<file path="src/sv/gmg_pkg.sv">
// gmg_pkg: shared constants, command/status types and elaboration-time
// table functions for the GPS movement gate.
// No dependencies.
package gmg_pkg;

   localparam int CORDIC_STEPS_DEFAULT = 24;
   localparam int TRIG_FRACTION_BITS_DEFAULT = 30;

   localparam int LAT_W = 28;
   localparam int LON_W = 29;
   localparam int DIST_W = 24;
   localparam int THR_W = 24;
   localparam int ANG_W = 30;        // wrapped angle before reduction
   localparam int RED_W = 29;        // reduced angle, within a quarter turn
   localparam int COORD_FRAC = 8;
   localparam int COORD_W = 34;
   localparam int DABS_W = 34;
   localparam int CNT_W = 5;         // step counter, 32 steps max

   localparam logic [THR_W-1:0] THR_RESET = THR_W'(50);
   localparam logic signed [24:0] EARTH_RADIUS_M = 25'sd6371000;
   localparam logic signed [ANG_W-1:0] HALF_TURN = ANG_W'(180000000);
   localparam logic signed [ANG_W-1:0] QUARTER_TURN = ANG_W'(90000000);
   localparam logic signed [ANG_W-1:0] FULL_TURN = ANG_W'(360000000);

   // datapath operations
   localparam logic [3:0] OP_NONE   = 4'd0;
   localparam logic [3:0] OP_LOAD   = 4'd1;
   localparam logic [3:0] OP_RED    = 4'd2;
   localparam logic [3:0] OP_MUL    = 4'd3;
   localparam logic [3:0] OP_ZINIT  = 4'd4;
   localparam logic [3:0] OP_ITER   = 4'd5;
   localparam logic [3:0] OP_SAVE   = 4'd6;
   localparam logic [3:0] OP_TMUL   = 4'd7;
   localparam logic [3:0] OP_RMUL   = 4'd8;
   localparam logic [3:0] OP_DABS   = 4'd9;
   localparam logic [3:0] OP_DSQ    = 4'd10;
   localparam logic [3:0] OP_SQINIT = 4'd11;
   localparam logic [3:0] OP_SQSTEP = 4'd12;
   localparam logic [3:0] OP_FIN    = 4'd13;

   typedef struct packed {
      logic [3:0]       op;
      logic [1:0]       ang;    // 0 new lat, 1 new lon, 2 stored lat, 3 stored lon
      logic [2:0]       pt;     // coordinate / axis select
      logic [CNT_W-1:0] step;   // CORDIC or root step
   } cmd_type;

   typedef struct packed {
      logic out_full;           // result register holds an untaken transfer
   } status_type;

   // restoring shift-subtract quotient, elaboration use only
   function automatic longint unsigned udiv64(longint unsigned n, longint unsigned d);
      longint unsigned q;
      longint unsigned r;
      q = 0;
      r = 0;
      for (int i = 63; i >= 0; i--) begin
         r = {r[62:0], n[i]};
         if (r >= d) begin
            r = r - d;
            q[i] = 1'b1;
         end
      end
      return q;
   endfunction

   function automatic longint unsigned isqrt64(longint unsigned v);
      longint unsigned rem;
      longint unsigned res;
      longint unsigned b;
      rem = v;
      res = 0;
      b = 64'd1 << 62;
      while (b > rem) b = b >> 2;
      while (b != 0) begin
         if (rem >= res + b) begin
            rem = rem - (res + b);
            res = (res >> 1) + b;
         end else begin
            res = res >> 1;
         end
         b = b >> 2;
      end
      return res;
   endfunction

   // atan(1/d) in Q61 by series, each term floored
   function automatic longint atan_inv(longint unsigned d);
      longint unsigned p;
      longint unsigned k;
      longint sum;
      longint term;
      p = udiv64(64'd1 << 61, d);
      k = 0;
      sum = 0;
      while (p != 0) begin
         term = longint'(udiv64(p, 2 * k + 1));
         if (k[0]) sum = sum - term;
         else sum = sum + term;
         p = udiv64(p, d * d);
         k = k + 1;
      end
      return sum;
   endfunction

   function automatic longint quarter_pi();
      return 4 * atan_inv(64'd5) - atan_inv(64'd239);
   endfunction

   function automatic logic [63:0] atan_entry(int i);
      if (i == 0) return 64'(quarter_pi());
      return 64'(atan_inv(64'd1 << i));
   endfunction

   function automatic longint unsigned angle_k();
      return udiv64(64'(4 * quarter_pi()), 64'd180000000);
   endfunction

   function automatic longint unsigned inv_gain(int steps, int f);
      longint unsigned prod;
      prod = 64'd1 << (2 * f);
      for (int i = 0; i < steps && i < 32; i++) prod = prod + (prod >> (2 * i));
      return udiv64(64'd1 << (2 * f), isqrt64(prod));
   endfunction

   // angle scale split in two halves for narrow multiplies
   localparam longint unsigned ANGLE_K = angle_k();
   localparam logic [17:0] ANGLE_K_LO = ANGLE_K[17:0];
   localparam logic [17:0] ANGLE_K_HI = ANGLE_K[35:18];

endpackage

</file>
<file path="src/sv/gmg_ctrl.sv">
// gmg_ctrl: sequencer for the movement gate; issues one datapath command
// per cycle unless held by a full result register. Depends on gmg_pkg.
module gmg_ctrl #(
   parameter int CORDIC_STEPS = gmg_pkg::CORDIC_STEPS_DEFAULT
) (
   input  logic                 clock,
   input  logic                 reset,
   input  logic                 req_tvalid,
   output logic                 req_tready,
   input  gmg_pkg::status_type  status,
   output gmg_pkg::cmd_type     cmd
);

   localparam logic [3:0] S_IDLE   = 4'd0;
   localparam logic [3:0] S_RED    = 4'd1;
   localparam logic [3:0] S_MUL    = 4'd2;
   localparam logic [3:0] S_ZINIT  = 4'd3;
   localparam logic [3:0] S_ITER   = 4'd4;
   localparam logic [3:0] S_SAVE   = 4'd5;
   localparam logic [3:0] S_TMUL   = 4'd6;
   localparam logic [3:0] S_RMUL   = 4'd7;
   localparam logic [3:0] S_DABS   = 4'd8;
   localparam logic [3:0] S_DSQ    = 4'd9;
   localparam logic [3:0] S_SQINIT = 4'd10;
   localparam logic [3:0] S_SQSTEP = 4'd11;
   localparam logic [3:0] S_FIN    = 4'd12;

   localparam logic [gmg_pkg::CNT_W-1:0] LAST_ITER = gmg_pkg::CNT_W'(CORDIC_STEPS - 1);
   localparam logic [gmg_pkg::CNT_W-1:0] LAST_ROOT = gmg_pkg::CNT_W'(31);

   logic [3:0]                state_ff, state_in;
   logic [1:0]                ang_ff, ang_in;
   logic [2:0]                pt_ff, pt_in;
   logic [gmg_pkg::CNT_W-1:0] step_ff, step_in;

   assign req_tready = (state_ff == S_IDLE);

   always_comb begin
      state_in = state_ff;
      ang_in = ang_ff;
      pt_in = pt_ff;
      step_in = step_ff;
      cmd.op = gmg_pkg::OP_NONE;
      case (state_ff)
         S_IDLE: begin
            if (req_tvalid) begin
               cmd.op = gmg_pkg::OP_LOAD;
               ang_in = 2'd0;
               state_in = S_RED;
            end
         end
         S_RED: begin
            cmd.op = gmg_pkg::OP_RED;
            state_in = S_MUL;
         end
         S_MUL: begin
            cmd.op = gmg_pkg::OP_MUL;
            state_in = S_ZINIT;
         end
         S_ZINIT: begin
            cmd.op = gmg_pkg::OP_ZINIT;
            step_in = '0;
            state_in = S_ITER;
         end
         S_ITER: begin
            cmd.op = gmg_pkg::OP_ITER;
            if (step_ff == LAST_ITER) state_in = S_SAVE;
            else step_in = step_ff + 1'b1;
         end
         S_SAVE: begin
            cmd.op = gmg_pkg::OP_SAVE;
            if (ang_ff == 2'd3) begin
               pt_in = 3'd0;
               state_in = S_TMUL;
            end else begin
               ang_in = ang_ff + 1'b1;
               state_in = S_RED;
            end
         end
         S_TMUL: begin
            cmd.op = gmg_pkg::OP_TMUL;
            state_in = S_RMUL;
         end
         S_RMUL: begin
            cmd.op = gmg_pkg::OP_RMUL;
            if (pt_ff == 3'd5) begin
               pt_in = 3'd0;
               state_in = S_DABS;
            end else begin
               pt_in = pt_ff + 1'b1;
               state_in = S_TMUL;
            end
         end
         S_DABS: begin
            cmd.op = gmg_pkg::OP_DABS;
            state_in = S_DSQ;
         end
         S_DSQ: begin
            cmd.op = gmg_pkg::OP_DSQ;
            if (pt_ff == 3'd2) begin
               state_in = S_SQINIT;
            end else begin
               pt_in = pt_ff + 1'b1;
               state_in = S_DABS;
            end
         end
         S_SQINIT: begin
            cmd.op = gmg_pkg::OP_SQINIT;
            step_in = '0;
            state_in = S_SQSTEP;
         end
         S_SQSTEP: begin
            cmd.op = gmg_pkg::OP_SQSTEP;
            if (step_ff == LAST_ROOT) state_in = S_FIN;
            else step_in = step_ff + 1'b1;
         end
         S_FIN: begin
            // hold until the result register is free
            if (!status.out_full) begin
               cmd.op = gmg_pkg::OP_FIN;
               state_in = S_IDLE;
            end
         end
         default: state_in = S_IDLE;
      endcase
      cmd.ang = ang_ff;
      cmd.pt = pt_ff;
      cmd.step = step_ff;
   end

   always_ff @(posedge clock) begin
      if (reset) begin
         state_ff <= S_IDLE;
         ang_ff <= '0;
         pt_ff <= '0;
         step_ff <= '0;
      end else begin
         state_ff <= state_in;
         ang_ff <= ang_in;
         pt_ff <= pt_in;
         step_ff <= step_in;
      end
   end

endmodule

</file>
<file path="config.mk">
export PLATFORM = sky130hd
export DESIGN_NAME = gmg_ctrl
export DESIGN_NICKNAME = d
export VERILOG_FILES = /design/src/sv/gmg_pkg.sv /design/src/sv/gmg_ctrl.sv
export SDC_FILE = /design/constraint.sdc
export NUM_CORES = 1
export LEC_CHECK = 0
export BUFFER_PORTS_ARGS = -buffer_cell sky130_fd_sc_hd__buf_4
export CAP_MARGIN = 30
export CORE_ASPECT_RATIO = 1.25
export CORE_MARGIN = 10
export CORE_UTILIZATION = 45
export CTS_CLUSTER_SIZE = 25
export DETAILED_ROUTE_END_ITERATION = 12
export HOLD_SLACK_MARGIN = 0.05
export MAX_ROUTING_LAYER = met4
export PLACE_DENSITY = 0.74
export SETUP_SLACK_MARGIN = 0.02
export SYNTH_ARGS = -nofsm -noshare
export SYNTH_HDL_FRONTEND = slang
export SYNTH_SLANG_ARGS = --single-unit
</file>
<file path="constraint.sdc">
create_clock -name clock -period 2.1 [get_ports clock]
set_clock_uncertainty 0.05 [all_clocks]
set_input_delay 0.105 -clock clock [delete_from_list [all_inputs] [get_ports clock]]
set_output_delay 0.105 -clock clock [all_outputs]
set_load 0.01 [all_outputs]
</file>
==> results of run 1 <==
registers in the layout (all words and copies together) (netlist names):
register  cells
ang_ff        2
pt_ff         3
state_ff      4
step_ff       5
worst max-delay path: cells and delay by family (launching register included):
family	cells	cell delay, ns
compound gates	3	0.70
fa+ha+maj	2	0.39
buf+inv	1	0.07
flops	1	0.38
simple gates	2	0.22
routing by layer:
metal | routed length [µm] | vias to the layer above | part of all wire (%)
li1 | - | 556 | -
met4 | 19 | 0 | 0.67
met5 | 0 | - | 0
met3 | 117 | 2 | 4.1
met2 | 1532 | 26 | 54
met1 | 1156 | 541 | 41
power groups by stage:
stage	registers, mW	logic, mW	clock network [mW]
floorplan	0.286	0.136	0
global placement	0.300	0.166	0
detailed placement	0.301	0.168	0
CTS	0.295	0.169	0.212
global route	0.298	0.186	0.221
finish	0.296	0.168	0.212
how the worst min path moves through the flow:
stage,startpoint,endpoint,slack [ns],cells past startpoint
2_1_floorplan,req_tvalid,ang_ff[0]$_SDFFE_PP0P_,0.27,3
3_3_place_gp,reset,ang_ff[0]$_SDFFE_PP0P_,0.37,2
3_5_place_dp,reset,step_ff[4]$_SDFFE_PP0P_,0.37,2
4_1_cts,reset,ang_ff[1]$_SDFFE_PP0P_,0.06,2
5_1_grt,reset,step_ff[4]$_SDFFE_PP0P_,0.08,2
6_report,reset,step_ff[4]$_SDFFE_PP0P_,0.06,2
through the flow:
step	instances	util (%)	total power, mW	hold WS (ns)	worst slack [ns]
floorplan	142	-	0.4216	0.2731	0.3873
global placement	188	52.89	0.4658	0.3680	0.3082
detailed placement	188	52.89	0.4695	0.3729	0.2086
CTS	192	54.42	0.6767	0.06244	0.1832
global route	192	54.84	0.7041	0.07699	0.02450
finish	192	54.84	0.6767	0.05509	0.2178
final cells by class:
cell class	instances	area [µm²]	share of cell area, %
flip-flops and latches	14	282.8	21.69
inverters	9	33.78	2.591
well taps	33	41.29	3.167
repair buffers	24	180.2	13.82
clock buffers	4	36.28	2.783
multi-input cells	108	729.5	55.95
cell families (layout without fill, tap and decap cells):
family,count (synthesis),after routing
AO/OA/AOI/OAI,44,44
multiplexers,2,2
flip-flops,14,14
buffers and inverters,20,37
adder cells (fa/ha/maj),6,6
XOR/XNOR,1,1
AND/OR/NAND/NOR,55,55
cell usage in the layout, fill, tap and decap left out, types with 4 or more instances in the layout:
master	count
nand2b_1	4
dfxtp_1	12
nand3_1	8
ha_1	5
a21oi_1	15
nor2_1	7
buf_4	24
nand2_1	6
o32ai_1	4
inv_1	9
nor2b_1	7
o21ai_0	6
==> impl_results.md, run 1 <==
- Power Dens Cells: 519.1 nW/µm²
- Die Area: 4842 µm²
- Logic pwr share: 24.9%
- Slowest stage cell on the critical path: dfxtp_2
- Global route overflow: 0
- CTS clock-pin slew for the worst setup and hold paths: 0.10 ns
- Ys Warns: 0
- Worst R2R Setup Slack: 0.22 ns
- Final hold violations: 0
- Simple-gate area share of the yosys netlist: 29.63%
- Leading area contributor after synthesis: dfxtp_1
- Routed WL: 2825 µm
- Ranking of synthesized cells by area: dfxtp_1 25%, a21oi_1 6.8%, ha_1 6.8%
- Worst hold path class: input pin to flop
- EDFF count, synth: 0
- Avg WL per Cell: 14.71 µm
- Chip width: 64.27 µm
- Crit. End Element: flop
- Sequential area share after synthesis: 25.43%
- Met3 Use GR: 2.500%
- Library cells used by synthesis: 45
- Largest net degree at the start of global routing: 19
- Routed Antenna Nets: 0
- IO buf count: 18
- Seq pwr share: 43.8%
- R2R Path End: step_ff[2]$_SDFFE_PP0P_
- Fin nets: 170
- Most numerous cell in the Yosys netlist: a21oi_1
- Mux contribution to synthesized area: 1.816%
- GR Util met1: 11.46%
- Placed Area: 1257 µm²
- Crit-path cells: ha_1, inv_1, nor3_2, ha_2, nand3_1, o211ai_1, a22oi_1, o32ai_1
- Layout fillers: 236
- P_int: 456.8 µW
- Top FF cell, synth: dfxtp_1
- #FFs+latches synth: 14
- Syn_area_per_cell: 7.763 µm²
- Final Cell Area: 1304 µm²
- Switching Fraction: 32.49%
- Worst slew margin: 59.38%
- Xor and xnor area share after synthesis: 0.7946%
- Critical path class: flop to flop
- FP Rows: 20
- Share of the synthesized area in the top cell type: 25.43%
- Final Cycle Share: 89.63%
- Largest family of logic cells by synthesized area: simple AND/OR/NAND/NOR gates
- Sink Count: 14
- Compound-cell area share of the yosys netlist: 26.45%
- Clock power share: 31.3%
- Routed vias: 1,125
- Final setup viols: 0
- Die Y-Extent: 75.34 µm
- H-tree levels: 1
- Post-DR vias/cell: 5.859
- Most heavily used metal layer in global routing: met2
- Adder-cell share of the synthesized area: 6.810%
- Core box area: 2377 µm²
- # resized after CTS: 0
- CTS tree: built
- Area Growth Syn to Fin: 18.27%
- Leak: 0.5124 nW
- Reg-to-Reg Start: step_ff[0]$_SDFFE_PP0P_
- DP HPWL: 2122 µm
- TritonCTS buffer count: 3
- Met2 Use GR: 23.25%
- Reg2Reg Depth: 8
- Max Clock Freq: 531.3 MHz
- Max VDD drop: 334.7 µV
- Worst-Margin Slew: 0.6084 ns
- Ports: 19
- Initial antenna violation count: 0
- RePlAce Congestion: 0.8134
- Setup TNS: 0 ns
- Max-cap check violation count: 0
- CTS Buffer Depth: 2
- Crit path capture: step_ff[2]$_SDFFE_PP0P_
- DRT iter0 DRCs: 39
- Starting Density: 46.37%
- CP Launch Type: flop
- Layout cells sized above 1: 23.27%
- First-pass GRT wire length: 4595 µm
- Syn nets: 152
- Clock latency on the worst-skew pair: 0.29 ns
- Critical Path AT: 2.04 ns
- Worst path max stage delay: 0.38 ns
- Global-route usage over all layers: 11.72%
- DRT Pass-1 Iters: 4
- Syn Std Cell Area: 1102 µm²
- Status: finished clean
- Vias in the first global route: 1,082
- Post-synth ARST share: 0%
- Commonest cells post-synth: 15 x a21oi_1, 14 x dfxtp_1, 9 x inv_1
- Gate Count Post-Synth: 142
- Post-route minimum period: 1.882 ns
- Diodes inserted: 0
- Clock tree root buffer cell: clkbuf_4
- Slew Viols, Final: 0
- Sw Pwr: 219.9 µW
- Unrepaired setup endpoints after global routing: no
- Residual DRC count: 0
- Post-CTS Hold Buffers: 0
- Maximum fanout along the worst path: 5
- Post-CTS Setup Bufs: 0
- Crit path from: step_ff[0]$_SDFFE_PP0P_
- CP required: 2.26 ns
Note: power is estimated with default switching activity, not from simulation.
==> run 2: changes to the inputs <==
- PLACE_DENSITY: 0.74 -> 0.66
==> run 2 against run 1 <==
Sequential cell count unchanged. Largest cell class unchanged. Fmax is 4.5% lower. Global-route usage increased by 0.15 points. Clock power fell by 5%. Routed wire length grew 1.9%. Die area unchanged. Critical path depth is the same.
==> impl_results.md, run 2 (synthesis results as in run 1) <==
- Routed vias: 1,134 (+0.80%)
- WHS Path Cells: 2 (unchanged)
- Worst slew margin: 60.76% (+1.4 points)
- Setup TNS: 0 ns (unchanged)
- Regs by FF count: step_ff: 5 flops, state_ff: 4 flops, pt_ff: 3 flops
- Most frequent cells in the layout: 28 x buf_4, 15 x a21oi_1, 13 x dfxtp_1
- Max-cap check violation count: 0 (unchanged)
- Fin nets: 174 (+2.4%)
- Largest net degree at the start of global routing: 19 (unchanged)
- TritonCTS buffer count: 3 (unchanged)
- Diodes inserted: 0 (unchanged)
- Critical Path AT: 2.12 ns (+0.08 ns)
- Multi-input logic area: 724.4 µm² (-0.69%)
- Initial antenna violation count: 0 (unchanged)
- Crit. End Element: flop
- Die Y-Extent: 75.34 µm (unchanged)
- Vias in the first global route: 1,084 (+0.18%)
- Largest delay share family, worst path: compound AO/OA/AOI/OAI gates
- DP HPWL: 2096 µm (-1.2%)
- Starting Density: 46.37% (unchanged)
- Clock power share: 30.2% (-1.1 points)
- Max Clock Freq: 507.3 MHz (-4.5%)
- CTS tree: built
- Post-route minimum period: 1.971 ns (+0.08905 ns)
- Status: finished clean
- DRT Pass-1 Iters: 4 (unchanged)
- Seq pwr share: 44.1% (+0.3 points)
- Residual DRC count: 0 (unchanged)
- FP Rows: 20 (unchanged)
- Reg2Reg Depth: 8 (unchanged)
- Routed Antenna Nets: 0 (unchanged)
- Largest Register: step_ff
- Cell count along the critical path: 8 (unchanged)
- Sink Count: 14 (unchanged)
- Layout cells sized above 1: 23.93% (+0.66 points)
- Final setup viols: 0 (unchanged)
- Core box area: 2377 µm² (unchanged)
- Post-placement cell count: 189 (+0.53%)
- Clock latency on the worst-skew pair: 0.29 ns (about the same)
- Maximum fanout along the worst path: 5 (unchanged)
- Worst path max stage delay: 0.39 ns (about the same)
- Logic pwr share: 25.8% (+0.9 points)
- Leak: 0.5289 nW (+3.2%)
- Clock tree root buffer cell: clkbuf_4
- Post-CTS Hold Buffers: 0 (unchanged)
- Fin cells: 196 (+2.1%)
- Global route overflow: 0 (unchanged)
- Crit-path cells: ha_1, inv_1, nor3_1, ha_2, nand3_1, o211ai_1, a22oi_1, o32ai_1
- Slew Viols, Final: 0 (unchanged)
- Most common cell after layout, fill and taps aside: buf_4
- CTS Buffer Depth: 2 (unchanged)
- Die Area: 4842 µm² (unchanged)
- Post-DR vias/cell: 5.786 (-1.3%)
- Avg WL per Cell: 14.68 µm (-0.20%)
- Final Cell Area: 1328 µm² (+1.8%)
- Chip width: 64.27 µm (unchanged)
- Unrepaired setup endpoints after global routing: no
- CP Launch Type: flop
- CP required: 2.25 ns (about the same)
- Register area: 281.5 µm² (-0.44%)
- Critical path class: flop to flop
- Final core utilization: 55.84% (+1.0 points)
- Worst hold path class: input pin to flop
- Final hold violations: 0 (unchanged)
- Worst-Margin Slew: 0.5878 ns (-0.02063 ns)
- Sw Pwr: 210.9 µW (-4.1%)
- P_int: 460.4 µW (+0.77%)
- Ports: 19 (unchanged)
- Switching Fraction: 31.42% (-1.1 points)
- Placed Area: 1265 µm² (+0.60%)
- Power Dens Cells: 505.7 nW/µm² (-2.6%)
- Area Growth Syn to Fin: 20.43%
- Global-route usage over all layers: 11.87% (+0.15 points)
- CTS clock-pin slew for the worst setup and hold paths: 0.09 ns (about the same)
- IO buf count: 18 (unchanged)
- Max FFs per register: 5 (unchanged)
- H-tree levels: 1 (unchanged)
- Layout fillers: 230 (-2.5%)
- Slowest stage cell on the critical path: dfxtp_1
- Buf/Inv on CP: 1 (unchanged)
- Routed WL: 2878 µm (+1.9%)
- DRT iter0 DRCs: 52 (+33%)
- Max VDD drop: 303.0 µV (-9.5%)
- Final Cycle Share: 93.87% (+4.2 points)
- RePlAce Congestion: 0.8819 (+8.4%)
- First-pass GRT wire length: 4519 µm (-1.7%)
==> run 2: cell count changes in the layout (fill, tap and decap cells not counted), sizes merged <==
cell  delta
buf      +4
==> run 2: worst paths after layout <==
| path | slack (ns) | to | start |
|---|---|---|---|
| worst max-delay path | 0.13 | step_ff[2]$_SDFFE_PP0P_ | step_ff[1]$_SDFFE_PP0P_ |
| worst min-delay path | 0.08 | pt_ff[0]$_SDFFE_PP0P_ | reset |
| worst max register to register | 0.13 | step_ff[2]$_SDFFE_PP0P_ | step_ff[1]$_SDFFE_PP0P_ |
| worst min register to register | 0.45 | step_ff[0]$_SDFFE_PP0P_ | step_ff[0]$_SDFFE_PP0P_ |
==> run 2: per-stage QoR <==
| step | total power [mW] | hold WS [ns] | setup slack, ns |
|---|---|---|---|
| 2_1_floorplan | 0.4216 | 0.2731 | 0.3873 |
| 6_report | 0.6713 | 0.08203 | 0.1287 |
| 3_5_place_dp | 0.4669 | 0.3846 | 0.1608 |
| 3_3_place_gp | 0.4656 | 0.3737 | 0.2838 |
| 5_1_grt | 0.7118 | 0.07801 | 0.0001523 |
| 4_1_cts | 0.6704 | 0.07083 | 0.1481 |
==> run 2: layout make-up <==
| type | instances | area share, % |
|---|---|---|
| multi-input combinational | 108 | 54.57 |
| inverter | 9 | 2.545 |
| sequential | 14 | 21.21 |
| tap | 33 | 3.110 |
| timing repair buffer | 28 | 15.83 |
| clock buffer | 4 | 2.733 |
==> run 2: power by group through the flow <==
stage	registers, mW	logic, mW	clock network, mW
3_3_place_gp	0.301	0.165	0
5_1_grt	0.298	0.190	0.224
2_1_floorplan	0.286	0.136	0
4_1_cts	0.295	0.168	0.208
3_5_place_dp	0.301	0.166	0
6_report	0.296	0.173	0.202
==> run 2: per-layer routing <==
layer  track usage (%)  vias up  share of wire (%)
li1                  -      561                  -
met1             11.44      527                 40
met2             21.49       38                 52
met3             2.941        8                5.6
met4             6.667        0                1.7
met5                 -        -                  0
==> run 2: what timing repair did <==
| item | in CTS | in global routing |
|---|---|---|
| gates resized for setup | 0 | 2 |
| setup buffers | 0 | 3 |
| endpoints found under the setup margin | 0 | 2 |
